File: config.mk
export PLATFORM = sky130hd
export DESIGN_NAME = vehicle_sensor_calibrated_scaler
export DESIGN_NICKNAME = d
export VERILOG_FILES = /design/src/rtl/vscs_pkg.sv /design/src/rtl/vehicle_sensor_calibrated_scaler.sv /design/src/rtl/vscs_div.sv /design/src/rtl/vscs_ctrl.sv /design/src/rtl/vscs_datapath.sv
export SDC_FILE = /design/constraint.sdc
export NUM_CORES = 1
export LEC_CHECK = 0
export BUFFER_PORTS_ARGS = -buffer_cell sky130_fd_sc_hd__buf_2
export CORE_MARGIN = 8
export CORE_UTILIZATION = 50
export DETAILED_ROUTE_END_ITERATION = 6
export GPL_TIMING_DRIVEN = 0
export PLACE_DENSITY = 0.79
export SLEW_MARGIN = 10
export SYNTH_ARGS = -nofsm -noshare
export SYNTH_HDL_FRONTEND = slang
export SYNTH_SLANG_ARGS = --single-unit
File: constraint.sdc
create_clock -name clock -period 9.2 [get_ports clock]
set_clock_uncertainty 0.2 [all_clocks]
set_input_delay 1.38 -clock clock [delete_from_list [all_inputs] [get_ports clock]]
set_output_delay 1.38 -clock clock [all_outputs]
set_load 0.02 [all_outputs]
File: src/rtl/vscs_pkg.sv
// ----------------------------------------------------------------------------
// vscs_pkg
// shared types and constants of the calibrated sensor scaler
// ----------------------------------------------------------------------------
`default_nettype none

package vscs_pkg;

   localparam int ADC_W      = 12;
   localparam int PERIOD_W   = 24;
   localparam int DIVIDEND_W = 26;
   localparam int DIVISOR_W  = 32;
   localparam int DIV_STEPS  = DIVIDEND_W / 2;
   localparam int STEER_M_W  = 21;

   // item commands
   localparam logic [1:0] CMD_SAMPLE     = 2'd0;
   localparam logic [1:0] CMD_CAP_ZERO   = 2'd1;
   localparam logic [1:0] CMD_CAP_FULL   = 2'd2;
   localparam logic [1:0] CMD_CAP_CENTER = 2'd3;

   localparam logic [DIVIDEND_W-1:0] RPM_NUMERATOR = 26'd60000000;
   localparam logic [22:0]           BRAKE_OFFSET  = 23'd819000;
   localparam logic [DIVISOR_W-1:0]  ADC_FULL      = 32'd4095;

   typedef enum logic [2:0] {
      ST_IDLE,
      ST_LOAD,
      ST_DIV,
      ST_WRITE,
      ST_FINISH
   } state_type;

   typedef enum logic [2:0] {
      OP_TPS1,
      OP_TPS2,
      OP_BRAKE,
      OP_LEFT,
      OP_RIGHT,
      OP_STEER
   } op_type;

   typedef struct packed {
      logic   accept;
      logic   start;
      logic   write;
      logic   publish;
      op_type op;
   } ctrl_cmd_type;

   typedef struct packed {
      logic div_done;
      logic out_free;
   } dp_status_type;

endpackage

`default_nettype wire

File: src/rtl/vehicle_sensor_calibrated_scaler.sv
// ----------------------------------------------------------------------------
// vehicle_sensor_calibrated_scaler
// scales raw throttle, brake, steering and wheel period readings using
// captured calibration points
// ----------------------------------------------------------------------------
//
//   channel  direction  handshake            carries
//   req_     in         req_valid/req_stall  command, four adc readings, two periods
//   rsp_     out        rsp_valid/rsp_stall  two throttle %, brake psi, two rpm, angle
//
// a sample beat runs from accept to the next accept through the single shared
// divider, which runs the six conversions one after another at two quotient
// bits per cycle; no new beat is taken until the sample is finished
// calibration beats are taken in the idle state and give no result
// reset (synchronous, active high) clears calibration points and last readings
// a finished result waits in the output register; the next beat is taken
// once the previous result has been moved there
// ----------------------------------------------------------------------------
`default_nettype none

module vehicle_sensor_calibrated_scaler #(
   parameter int TEETH_PER_WHEEL = 20,
   parameter int STEER_SPAN_DEG  = 360
) (
   input  wire logic                           clock,
   input  wire logic                           reset,
   input  wire logic                           req_valid,
   output logic                                req_stall,
   input  wire logic [1:0]                     req_cmd,
   input  wire logic [vscs_pkg::ADC_W-1:0]     req_tps1_raw,
   input  wire logic [vscs_pkg::ADC_W-1:0]     req_tps2_raw,
   input  wire logic [vscs_pkg::ADC_W-1:0]     req_brake_raw,
   input  wire logic [vscs_pkg::ADC_W-1:0]     req_steer_raw,
   input  wire logic [vscs_pkg::PERIOD_W-1:0]  req_left_period,
   input  wire logic [vscs_pkg::PERIOD_W-1:0]  req_right_period,
   output logic                                rsp_valid,
   input  wire logic                           rsp_stall,
   output logic [6:0]                          rsp_tps1_percent,
   output logic [6:0]                          rsp_tps2_percent,
   output logic [10:0]                         rsp_brake_psi,
   output logic [15:0]                         rsp_left_rpm,
   output logic [15:0]                         rsp_right_rpm,
   output logic [9:0]                          rsp_steer_angle
);
   import vscs_pkg::*;

   ctrl_cmd_type  ctrl;
   dp_status_type status;

   // sequencer: one conversion per pass through the divider
   vscs_ctrl u_ctrl (
      .clock     (clock),
      .reset     (reset),
      .req_valid (req_valid),
      .req_cmd   (req_cmd),
      .req_stall (req_stall),
      .status    (status),
      .ctrl      (ctrl)
   );

   // datapath: holds the beat, calibration and the output register
   vscs_datapath #(
      .TEETH_PER_WHEEL (TEETH_PER_WHEEL),
      .STEER_SPAN_DEG  (STEER_SPAN_DEG)
   ) u_datapath (
      .clock            (clock),
      .reset            (reset),
      .ctrl             (ctrl),
      .status           (status),
      .req_cmd          (req_cmd),
      .req_tps1_raw     (req_tps1_raw),
      .req_tps2_raw     (req_tps2_raw),
      .req_brake_raw    (req_brake_raw),
      .req_steer_raw    (req_steer_raw),
      .req_left_period  (req_left_period),
      .req_right_period (req_right_period),
      .rsp_valid        (rsp_valid),
      .rsp_stall        (rsp_stall),
      .rsp_tps1_percent (rsp_tps1_percent),
      .rsp_tps2_percent (rsp_tps2_percent),
      .rsp_brake_psi    (rsp_brake_psi),
      .rsp_left_rpm     (rsp_left_rpm),
      .rsp_right_rpm    (rsp_right_rpm),
      .rsp_steer_angle  (rsp_steer_angle)
   );

endmodule

`default_nettype wire

File: src/rtl/vscs_div.sv
// ----------------------------------------------------------------------------
// vscs_div
// iterative unsigned divider, two quotient bits per cycle
// ----------------------------------------------------------------------------
`default_nettype none

module vscs_div (
   input  wire logic                             clock,
   input  wire logic                             reset,
   input  wire logic                             start,
   input  wire logic [vscs_pkg::DIVIDEND_W-1:0]  dividend,
   input  wire logic [vscs_pkg::DIVISOR_W-1:0]   divisor,
   output logic                                  done,
   output logic [vscs_pkg::DIVIDEND_W-1:0]       quotient
);
   import vscs_pkg::*;

   logic [DIVIDEND_W-1:0] quo_ff, quo_in;
   logic [DIVISOR_W-1:0]  rem_ff, rem_in;
   logic [DIVISOR_W-1:0]  den_ff, den_in;
   logic [3:0]            cnt_ff, cnt_in;
   logic                  busy_ff, busy_in;
   logic                  done_ff, done_in;

   logic [DIVISOR_W:0]    r1, r2;
   logic [DIVISOR_W-1:0]  r1s, r2s;
   logic                  ge1, ge2;

   always_comb begin
      r1  = {rem_ff, quo_ff[DIVIDEND_W-1]};
      ge1 = r1 >= {1'b0, den_ff};
      r1s = ge1 ? DIVISOR_W'(r1 - {1'b0, den_ff}) : r1[DIVISOR_W-1:0];
      r2  = {r1s, quo_ff[DIVIDEND_W-2]};
      ge2 = r2 >= {1'b0, den_ff};
      r2s = ge2 ? DIVISOR_W'(r2 - {1'b0, den_ff}) : r2[DIVISOR_W-1:0];
   end

   always_comb begin
      quo_in  = quo_ff;
      rem_in  = rem_ff;
      den_in  = den_ff;
      cnt_in  = cnt_ff;
      busy_in = busy_ff;
      done_in = 1'b0;
      if (start) begin
         quo_in  = dividend;
         rem_in  = '0;
         den_in  = divisor;
         cnt_in  = 4'(DIV_STEPS - 1);
         busy_in = 1'b1;
      end else if (busy_ff) begin
         quo_in = {quo_ff[DIVIDEND_W-3:0], ge1, ge2};
         rem_in = r2s;
         cnt_in = cnt_ff - 4'd1;
         if (cnt_ff == 4'd0) begin
            busy_in = 1'b0;
            done_in = 1'b1;
         end
      end
   end

   always_ff @(posedge clock) begin
      quo_ff <= quo_in;
      rem_ff <= rem_in;
      den_ff <= den_in;
      if (reset) begin
         cnt_ff  <= '0;
         busy_ff <= 1'b0;
         done_ff <= 1'b0;
      end else begin
         cnt_ff  <= cnt_in;
         busy_ff <= busy_in;
         done_ff <= done_in;
      end
   end

   assign done     = done_ff;
   assign quotient = quo_ff;

endmodule

`default_nettype wire

File: src/rtl/vscs_ctrl.sv
// ----------------------------------------------------------------------------
// vscs_ctrl
// sequencer: walks the six conversions of a sample through the divider
// ----------------------------------------------------------------------------
`default_nettype none

module vscs_ctrl (
   input  wire logic                    clock,
   input  wire logic                    reset,
   input  wire logic                    req_valid,
   input  wire logic [1:0]              req_cmd,
   output logic                         req_stall,
   input  wire vscs_pkg::dp_status_type status,
   output vscs_pkg::ctrl_cmd_type       ctrl
);
   import vscs_pkg::*;

   state_type state_ff, state_in;
   op_type    op_ff, op_in;

   always_comb begin
      state_in = state_ff;
      op_in    = op_ff;
      unique case (state_ff)
         ST_IDLE: begin
            op_in = OP_TPS1;
            if (req_valid && req_cmd == CMD_SAMPLE) begin
               state_in = ST_LOAD;
            end
         end
         ST_LOAD: begin
            state_in = ST_DIV;
         end
         ST_DIV: begin
            if (status.div_done) begin
               state_in = ST_WRITE;
            end
         end
         ST_WRITE: begin
            if (op_ff == OP_STEER) begin
               state_in = ST_FINISH;
            end else begin
               op_in    = op_type'(op_ff + 3'd1);
               state_in = ST_LOAD;
            end
         end
         ST_FINISH: begin
            if (status.out_free) begin
               state_in = ST_IDLE;
            end
         end
         default: begin
            state_in = ST_IDLE;
         end
      endcase
   end

   always_comb begin
      ctrl.accept  = 1'b0;
      ctrl.start   = 1'b0;
      ctrl.write   = 1'b0;
      ctrl.publish = 1'b0;
      ctrl.op      = op_ff;
      req_stall    = 1'b1;
      unique case (state_ff)
         ST_IDLE: begin
            req_stall   = 1'b0;
            ctrl.accept = req_valid;
         end
         ST_LOAD:   ctrl.start   = 1'b1;
         ST_DIV:    ;
         ST_WRITE:  ctrl.write   = 1'b1;
         ST_FINISH: ctrl.publish = status.out_free;
         default:   ;
      endcase
   end

   always_ff @(posedge clock) begin
      if (reset) begin
         state_ff <= ST_IDLE;
         op_ff    <= OP_TPS1;
      end else begin
         state_ff <= state_in;
         op_ff    <= op_in;
      end
   end

endmodule

`default_nettype wire

File: src/rtl/vscs_datapath.sv
// ----------------------------------------------------------------------------
// vscs_datapath
// input capture, calibration points, operand setup, result fixup, output beat
// ----------------------------------------------------------------------------
`default_nettype none

module vscs_datapath #(
   parameter int TEETH_PER_WHEEL = 20,
   parameter int STEER_SPAN_DEG  = 360
) (
   input  wire logic                           clock,
   input  wire logic                           reset,
   input  wire vscs_pkg::ctrl_cmd_type         ctrl,
   output vscs_pkg::dp_status_type             status,
   input  wire logic [1:0]                     req_cmd,
   input  wire logic [vscs_pkg::ADC_W-1:0]     req_tps1_raw,
   input  wire logic [vscs_pkg::ADC_W-1:0]     req_tps2_raw,
   input  wire logic [vscs_pkg::ADC_W-1:0]     req_brake_raw,
   input  wire logic [vscs_pkg::ADC_W-1:0]     req_steer_raw,
   input  wire logic [vscs_pkg::PERIOD_W-1:0]  req_left_period,
   input  wire logic [vscs_pkg::PERIOD_W-1:0]  req_right_period,
   output logic                                rsp_valid,
   input  wire logic                           rsp_stall,
   output logic [6:0]                          rsp_tps1_percent,
   output logic [6:0]                          rsp_tps2_percent,
   output logic [10:0]                         rsp_brake_psi,
   output logic [15:0]                         rsp_left_rpm,
   output logic [15:0]                         rsp_right_rpm,
   output logic [9:0]                          rsp_steer_angle
);
   import vscs_pkg::*;

   // held sample
   logic [ADC_W-1:0]    t1_ff, t2_ff, br_ff, st_ff;
   logic [PERIOD_W-1:0] lp_ff, rp_ff;
   // calibration points and last raw readings
   logic [ADC_W-1:0] z1_ff, f1_ff, z2_ff, f2_ff, bz_ff, sc_ff;
   logic [ADC_W-1:0] last_ff [4];

   // staged results
   logic [6:0]  p1_ff, p2_ff;
   logic [10:0] psi_ff;
   logic [15:0] lrpm_ff, rrpm_ff;
   logic [9:0]  ang_ff;
   // output beat
   logic        out_valid_ff, out_valid_in;
   logic [6:0]  o_p1_ff, o_p2_ff;
   logic [10:0] o_psi_ff;
   logic [15:0] o_lrpm_ff, o_rrpm_ff;
   logic [9:0]  o_ang_ff;

   logic [ADC_W-1:0]      span1, span2, num1, num2, steer_mag;
   logic [ADC_W:0]        steer_diff;
   logic                  steer_neg;
   logic [22:0]           brake_prod;
   logic [STEER_M_W-1:0]  steer_m;
   logic [DIVISOR_W-1:0]  lden, rden;
   logic [DIVIDEND_W-1:0] dividend;
   logic [DIVISOR_W-1:0]  divisor;
   logic                  div_done;
   logic [DIVIDEND_W-1:0] q;
   logic signed [10:0]    steer_sum;

   always_comb begin
      span1      = z1_ff - f1_ff;
      num1       = z1_ff - t1_ff;
      span2      = f2_ff - z2_ff;
      num2       = t2_ff - z2_ff;
      brake_prod = 23'(br_ff) * 23'd2000;
      steer_diff = {1'b0, st_ff} - {1'b0, sc_ff};
      steer_neg  = steer_diff[ADC_W];
      steer_mag  = steer_neg ? ADC_W'(-steer_diff) : steer_diff[ADC_W-1:0];
      steer_m    = STEER_M_W'(steer_mag) * STEER_M_W'(STEER_SPAN_DEG);
      lden       = DIVISOR_W'(lp_ff) * DIVISOR_W'(TEETH_PER_WHEEL);
      rden       = DIVISOR_W'(rp_ff) * DIVISOR_W'(TEETH_PER_WHEEL);
   end

   always_comb begin
      dividend = '0;
      divisor  = ADC_FULL;
      unique case (ctrl.op)
         OP_TPS1: begin
            dividend = DIVIDEND_W'(num1) * DIVIDEND_W'(100);
            divisor  = DIVISOR_W'(span1);
         end
         OP_TPS2: begin
            dividend = DIVIDEND_W'(num2) * DIVIDEND_W'(100);
            divisor  = DIVISOR_W'(span2);
         end
         OP_BRAKE: dividend = DIVIDEND_W'(brake_prod - BRAKE_OFFSET);
         OP_LEFT: begin
            dividend = RPM_NUMERATOR;
            divisor  = lden;
         end
         OP_RIGHT: begin
            dividend = RPM_NUMERATOR;
            divisor  = rden;
         end
         OP_STEER: dividend = DIVIDEND_W'(steer_m);
         default: ;
      endcase
   end

   vscs_div u_div (
      .clock    (clock),
      .reset    (reset),
      .start    (ctrl.start),
      .dividend (dividend),
      .divisor  (divisor),
      .done     (div_done),
      .quotient (q)
   );

   assign steer_sum = steer_neg ? 11'sd180 - $signed({2'b00, q[8:0]})
                                : 11'sd180 + $signed({2'b00, q[8:0]});

   always_ff @(posedge clock) begin
      if (ctrl.accept) begin
         t1_ff <= req_tps1_raw;
         t2_ff <= req_tps2_raw;
         br_ff <= req_brake_raw;
         st_ff <= req_steer_raw;
         lp_ff <= req_left_period;
         rp_ff <= req_right_period;
      end
      if (ctrl.write) begin
         unique case (ctrl.op)
            OP_TPS1: begin
               if (t1_ff > z1_ff)                     p1_ff <= 7'd0;
               else if (t1_ff < f1_ff)                p1_ff <= 7'd100;
               else if (span1 == '0)                  p1_ff <= 7'd0;
               else if (q > DIVIDEND_W'(100))         p1_ff <= 7'd100;
               else                                   p1_ff <= q[6:0];
            end
            OP_TPS2: begin
               if (t2_ff < z2_ff)                     p2_ff <= 7'd0;
               else if (t2_ff > f2_ff)                p2_ff <= 7'd100;
               else if (span2 == '0)                  p2_ff <= 7'd0;
               else if (q > DIVIDEND_W'(100))         p2_ff <= 7'd100;
               else                                   p2_ff <= q[6:0];
            end
            OP_BRAKE: begin
               if (br_ff < bz_ff || brake_prod < BRAKE_OFFSET) psi_ff <= 11'd0;
               else                                            psi_ff <= q[10:0];
            end
            OP_LEFT: begin
               if (lp_ff == '0)                         lrpm_ff <= 16'd0;
               else if (q >= DIVIDEND_W'(65535))        lrpm_ff <= 16'hFFFF;
               else                                     lrpm_ff <= q[15:0];
            end
            OP_RIGHT: begin
               if (rp_ff == '0)                         rrpm_ff <= 16'd0;
               else if (q >= DIVIDEND_W'(65535))        rrpm_ff <= 16'hFFFF;
               else                                     rrpm_ff <= q[15:0];
            end
            OP_STEER: begin
               if (steer_sum[10]) ang_ff <= 10'd0;
               else               ang_ff <= steer_sum[9:0];
            end
            default: ;
         endcase
      end
      if (ctrl.publish) begin
         o_p1_ff   <= p1_ff;
         o_p2_ff   <= p2_ff;
         o_psi_ff  <= psi_ff;
         o_lrpm_ff <= lrpm_ff;
         o_rrpm_ff <= rrpm_ff;
         o_ang_ff  <= ang_ff;
      end
   end

   // calibration and last raw readings
   always_ff @(posedge clock) begin
      if (reset) begin
         z1_ff <= '0;
         f1_ff <= '0;
         z2_ff <= '0;
         f2_ff <= '0;
         bz_ff <= '0;
         sc_ff <= '0;
         for (int i = 0; i < 4; i++) last_ff[i] <= '0;
      end else if (ctrl.accept) begin
         case (req_cmd)
            CMD_SAMPLE: begin
               last_ff[0] <= req_tps1_raw;
               last_ff[1] <= req_tps2_raw;
               last_ff[2] <= req_brake_raw;
               last_ff[3] <= req_steer_raw;
            end
            CMD_CAP_ZERO: begin
               z1_ff <= last_ff[0];
               z2_ff <= last_ff[1];
               bz_ff <= last_ff[2];
            end
            CMD_CAP_FULL: begin
               f1_ff <= last_ff[0];
               f2_ff <= last_ff[1];
            end
            CMD_CAP_CENTER: sc_ff <= last_ff[3];
            default: ;
         endcase
      end
   end

   always_comb begin
      out_valid_in = ctrl.publish ? 1'b1 : (out_valid_ff && rsp_stall);
   end

   always_ff @(posedge clock) begin
      if (reset) out_valid_ff <= 1'b0;
      else       out_valid_ff <= out_valid_in;
   end

   assign status.div_done = div_done;
   assign status.out_free = !out_valid_ff || !rsp_stall;

   assign rsp_valid        = out_valid_ff;
   assign rsp_tps1_percent = o_p1_ff;
   assign rsp_tps2_percent = o_p2_ff;
   assign rsp_brake_psi    = o_psi_ff;
   assign rsp_left_rpm     = o_lrpm_ff;
   assign rsp_right_rpm    = o_rrpm_ff;
   assign rsp_steer_angle  = o_ang_ff;

endmodule

`default_nettype wire

==> flow_summary.json <==
{
  "synth_top_area_share_pct": 31.0,
  "area_growth_pct": 11.9,
  "drive_above_1_share_pct": 8.75,
  "dieHeight_um": 270,
  "cts-resized-gates": 0,
  "regArea_mm2": 0.0123,
  "critPathMaxFanout": 10,
  "start_util_pct": 50.2,
  "antenna_left": 0,
  "hold_viol": 0,
  "status": "finished, final reports clean",
  "rsz0062_at_grt": "no",
  "avgRoutedWirePerCell_um": 18.7,
  "cts_buffer_depth": 3,
  "swShare_pct": 43.9,
  "htreeDepth": 2,
  "synth_cell_types": 92,
  "grt_first_pass_wirelength_um": 131000,
  "maxSlewHeadroom_pct": 12.6,
  "p_sw_mw": 5.10,
  "synth_edf_count": 333,
  "io_pins": 171,
  "syn-mean-instance-area_um2": 9.68,
  "fp.coreArea_mm2": 0.0641,
  "final_common_cell": "ha_1",
  "yosys_register_bits": 450,
  "nets": 4142,
  "cap_violations": 0,
  "worstPathArrival_ns": 7.87,
  "ir_drop_uv": 295,
  "synthFlopType": "edfxtp_1",
  "hold_class": "reg -> reg",
  "netlist_area_mm2": 0.0322,
  "power.share.sequential_pct": 20.9,
  "yosys_warnings": 0,
  "p_comb_share_pct": 61.4,
  "synth.net_count": 3913,
  "slew_viol_final": 0,
  "synth_sequential_area_ratio_pct": 38.3,
  "io_buffers": 168,
  "clk_latency_ns": 0.63,
  "critPathSlowestCell": "clkbuf_1",
  "cp.required_ns": 9.30,
  "track_usage_pct": 22.1,
  "cts_tree": "yes",
  "pwr-share-clk_pct": 17.7,
  "synthCells": 3327,
  "p_int_mw": 6.51,
  "wl_um": 83100,
  "cts_buffers": 50,
  "cts.reportedPaths.clkPinSlew_ns": 0.06,
  "layout_common_cells": "ha_1, inv_1, edfxtp_1",
  "async_flop_share_pct": 0,
  "dr.pass1.iters": 5,
  "die_area_mm2": 0.0728,
  "overflow": 0,
  "antenna_found_initial": 2,
  "whs_ns": 0.215,
  "fp-row-count": 93,
  "crit_path_end_kind": "flop",
  "post-cts-setup-buffers": 0,
  "grt_pass1_vias": 25000,
  "max_freq_mhz": 129,
  "layout.core_utilization_pct": 56.2,
  "min_period_over_period_pct": 84.4,
  "fp.dieW_um": 270,
  "cts.sinks": 450,
  "p_leak_nw": 15.5,
  "place.gp.congestion": 0.945,
  "synth_area_leaders": "edfxtp_1, ha_1, dfxtp_1, a21oi_1, fa_1",
  "first_iter_violations": 1925,
  "period_needed_ns": 7.76,
  "multi_input_area_mm2": 0.0182,
  "vias": 25300,
  "vias_per_cell": 5.68,
  "slowest_delay_ns": 0.60,
  "dp_hpwl_um": 65500,
  "drc_errors": 0,
  "crit_type": "reg -> reg",
  "hold_buffers": 0,
  "powerDensity_mw_per_mm2": 322,
  "grt_max_degree": 49,
  "cts_root_buf": "clkbuf_16",
  "fillers": 5509,
  "start_kind": "flop",
  "yosys.area.top_type": "edfxtp_1",
  "setup_viol": 0,
  "worst_pin_slew_ns": 1.31
}
==> routing by layer <==
layer / GRT usage (%) / wire length (um) / up-vias
li1: - / - / 12300
met1: 28.2 / 35800 / 12100
met2: 37.0 / 38800 / 772
met3: 4.20 / 5530 / 162
met4: 8.19 / 2960 / 2
met5: 0.135 / 16 / -
==> area by class of cell <==
| type | instances | area share, % |
|---|---|---|
| well taps | 855 | 2.97 |
| clock inverters | 27 | 0.955 |
| clock buffers | 67 | 3.76 |
| flip-flops and latches | 450 | 34.3 |
| diodes | 1 | 0.00695 |
| inverters | 366 | 3.81 |
| repair buffers | 177 | 2.81 |
| plain buffers | 89 | 1.03 |
| multi-input cells | 2422 | 50.4 |
==> power groups by stage <==
| stage | Combinational, mW | Sequential [mW] | Clock (mW) |
|---|---|---|---|
| global placement | 6.80 | 2.47 | 0 |
| global route | 7.90 | 2.44 | 2.16 |
| CTS | 7.00 | 2.43 | 2.09 |
| floorplan | 5.47 | 2.43 | 0 |
| detailed placement | 6.93 | 2.47 | 0 |
| finish | 7.12 | 2.43 | 2.06 |
==> sequential cells by signal (all words and copies together) (netlist names), 16 cells and up <==
register                   cells
u_datapath.last_ff            48
u_datapath.lp_ff              24
u_datapath.lrpm_ff            16
u_datapath.rp_ff              24
u_datapath.rrpm_ff            16
u_datapath.rsp_left_rpm       16
u_datapath.rsp_right_rpm      16
u_datapath.u_div.den_ff       29
u_datapath.u_div.quotient     26
u_datapath.u_div.rem_ff       32
==> metrics by stage <==
stage | setup TNS [ns] | std cells | cell area, um^2 | worst slack (ns) | power, mW
finish | 0 | 4454 | 36000 | 1.44 | 11.6
global route | 0 | 4453 | 36000 | 0.969 | 12.5
CTS | 0 | 4453 | 36000 | 1.51 | 11.5
floorplan | 0 | 3327 | 32200 | 1.38 | 7.90
global placement | -174.08 | 4350 | 34100 | -1.73 | 9.27
detailed placement | 0 | 4359 | 34300 | 1.60 | 9.40
==> cell families (layout without fill, tap and decap cells) <==
logic type               count (synthesis)  in the layout  synth area share, %
AND/OR/NAND/NOR                        875            875                 12.9
multiplexers                            32             32                 1.06
other                                    0              1                    0
adder cells (fa/ha/maj)                484            484                 20.6
AO/OA/AOI/OAI                          824            824                 16.2
buffers and inverters                  455            726                 5.42
XOR/XNOR                               207            207                 5.65
flip-flops                             450            450                 38.3
==> synthesized netlist by cell type, types with 48 or more instances <==
cell,n
o21ai_0,142
fa_1,75
nor3_1,49
nor2_1,223
dfxtp_1,117
and2_1,76
clkbuf_1,71
nand3_1,48
ha_1,409
xor2_1,69
inv_1,364
nand2_1,290
a21o_1,81
xnor2_1,137
edfxtp_1,333
a21oi_1,300
==> critical path: cells and delay by family (launching register included) <==
family                   cells  cell delay, ns
flip-flops                   1            0.37
AND/OR/NAND/NOR              5            0.55
adder cells (fa/ha/maj)      7            2.17
XOR/XNOR                     2            0.49
buffers and inverters        4            0.78
AO/OA/AOI/OAI               13            2.87
==> worst paths after layout <==
path | start | to | slack [ns] | depth (start not counted)
setup reg to reg | u_datapath.st_ff[0] | u_datapath.u_div.quotient[17] | 1.44 | 31
setup / recovery | u_datapath.st_ff[0] | u_datapath.u_div.quotient[17] | 1.44 | 31
hold / removal | u_datapath.rrpm_ff[3] | u_datapath.rsp_right_rpm[3] | 0.21 | 0
hold reg to reg | u_datapath.rrpm_ff[3] | u_datapath.rsp_right_rpm[3] | 0.21 | 0
No activity file was read; power rests on OpenSTA's default activity.
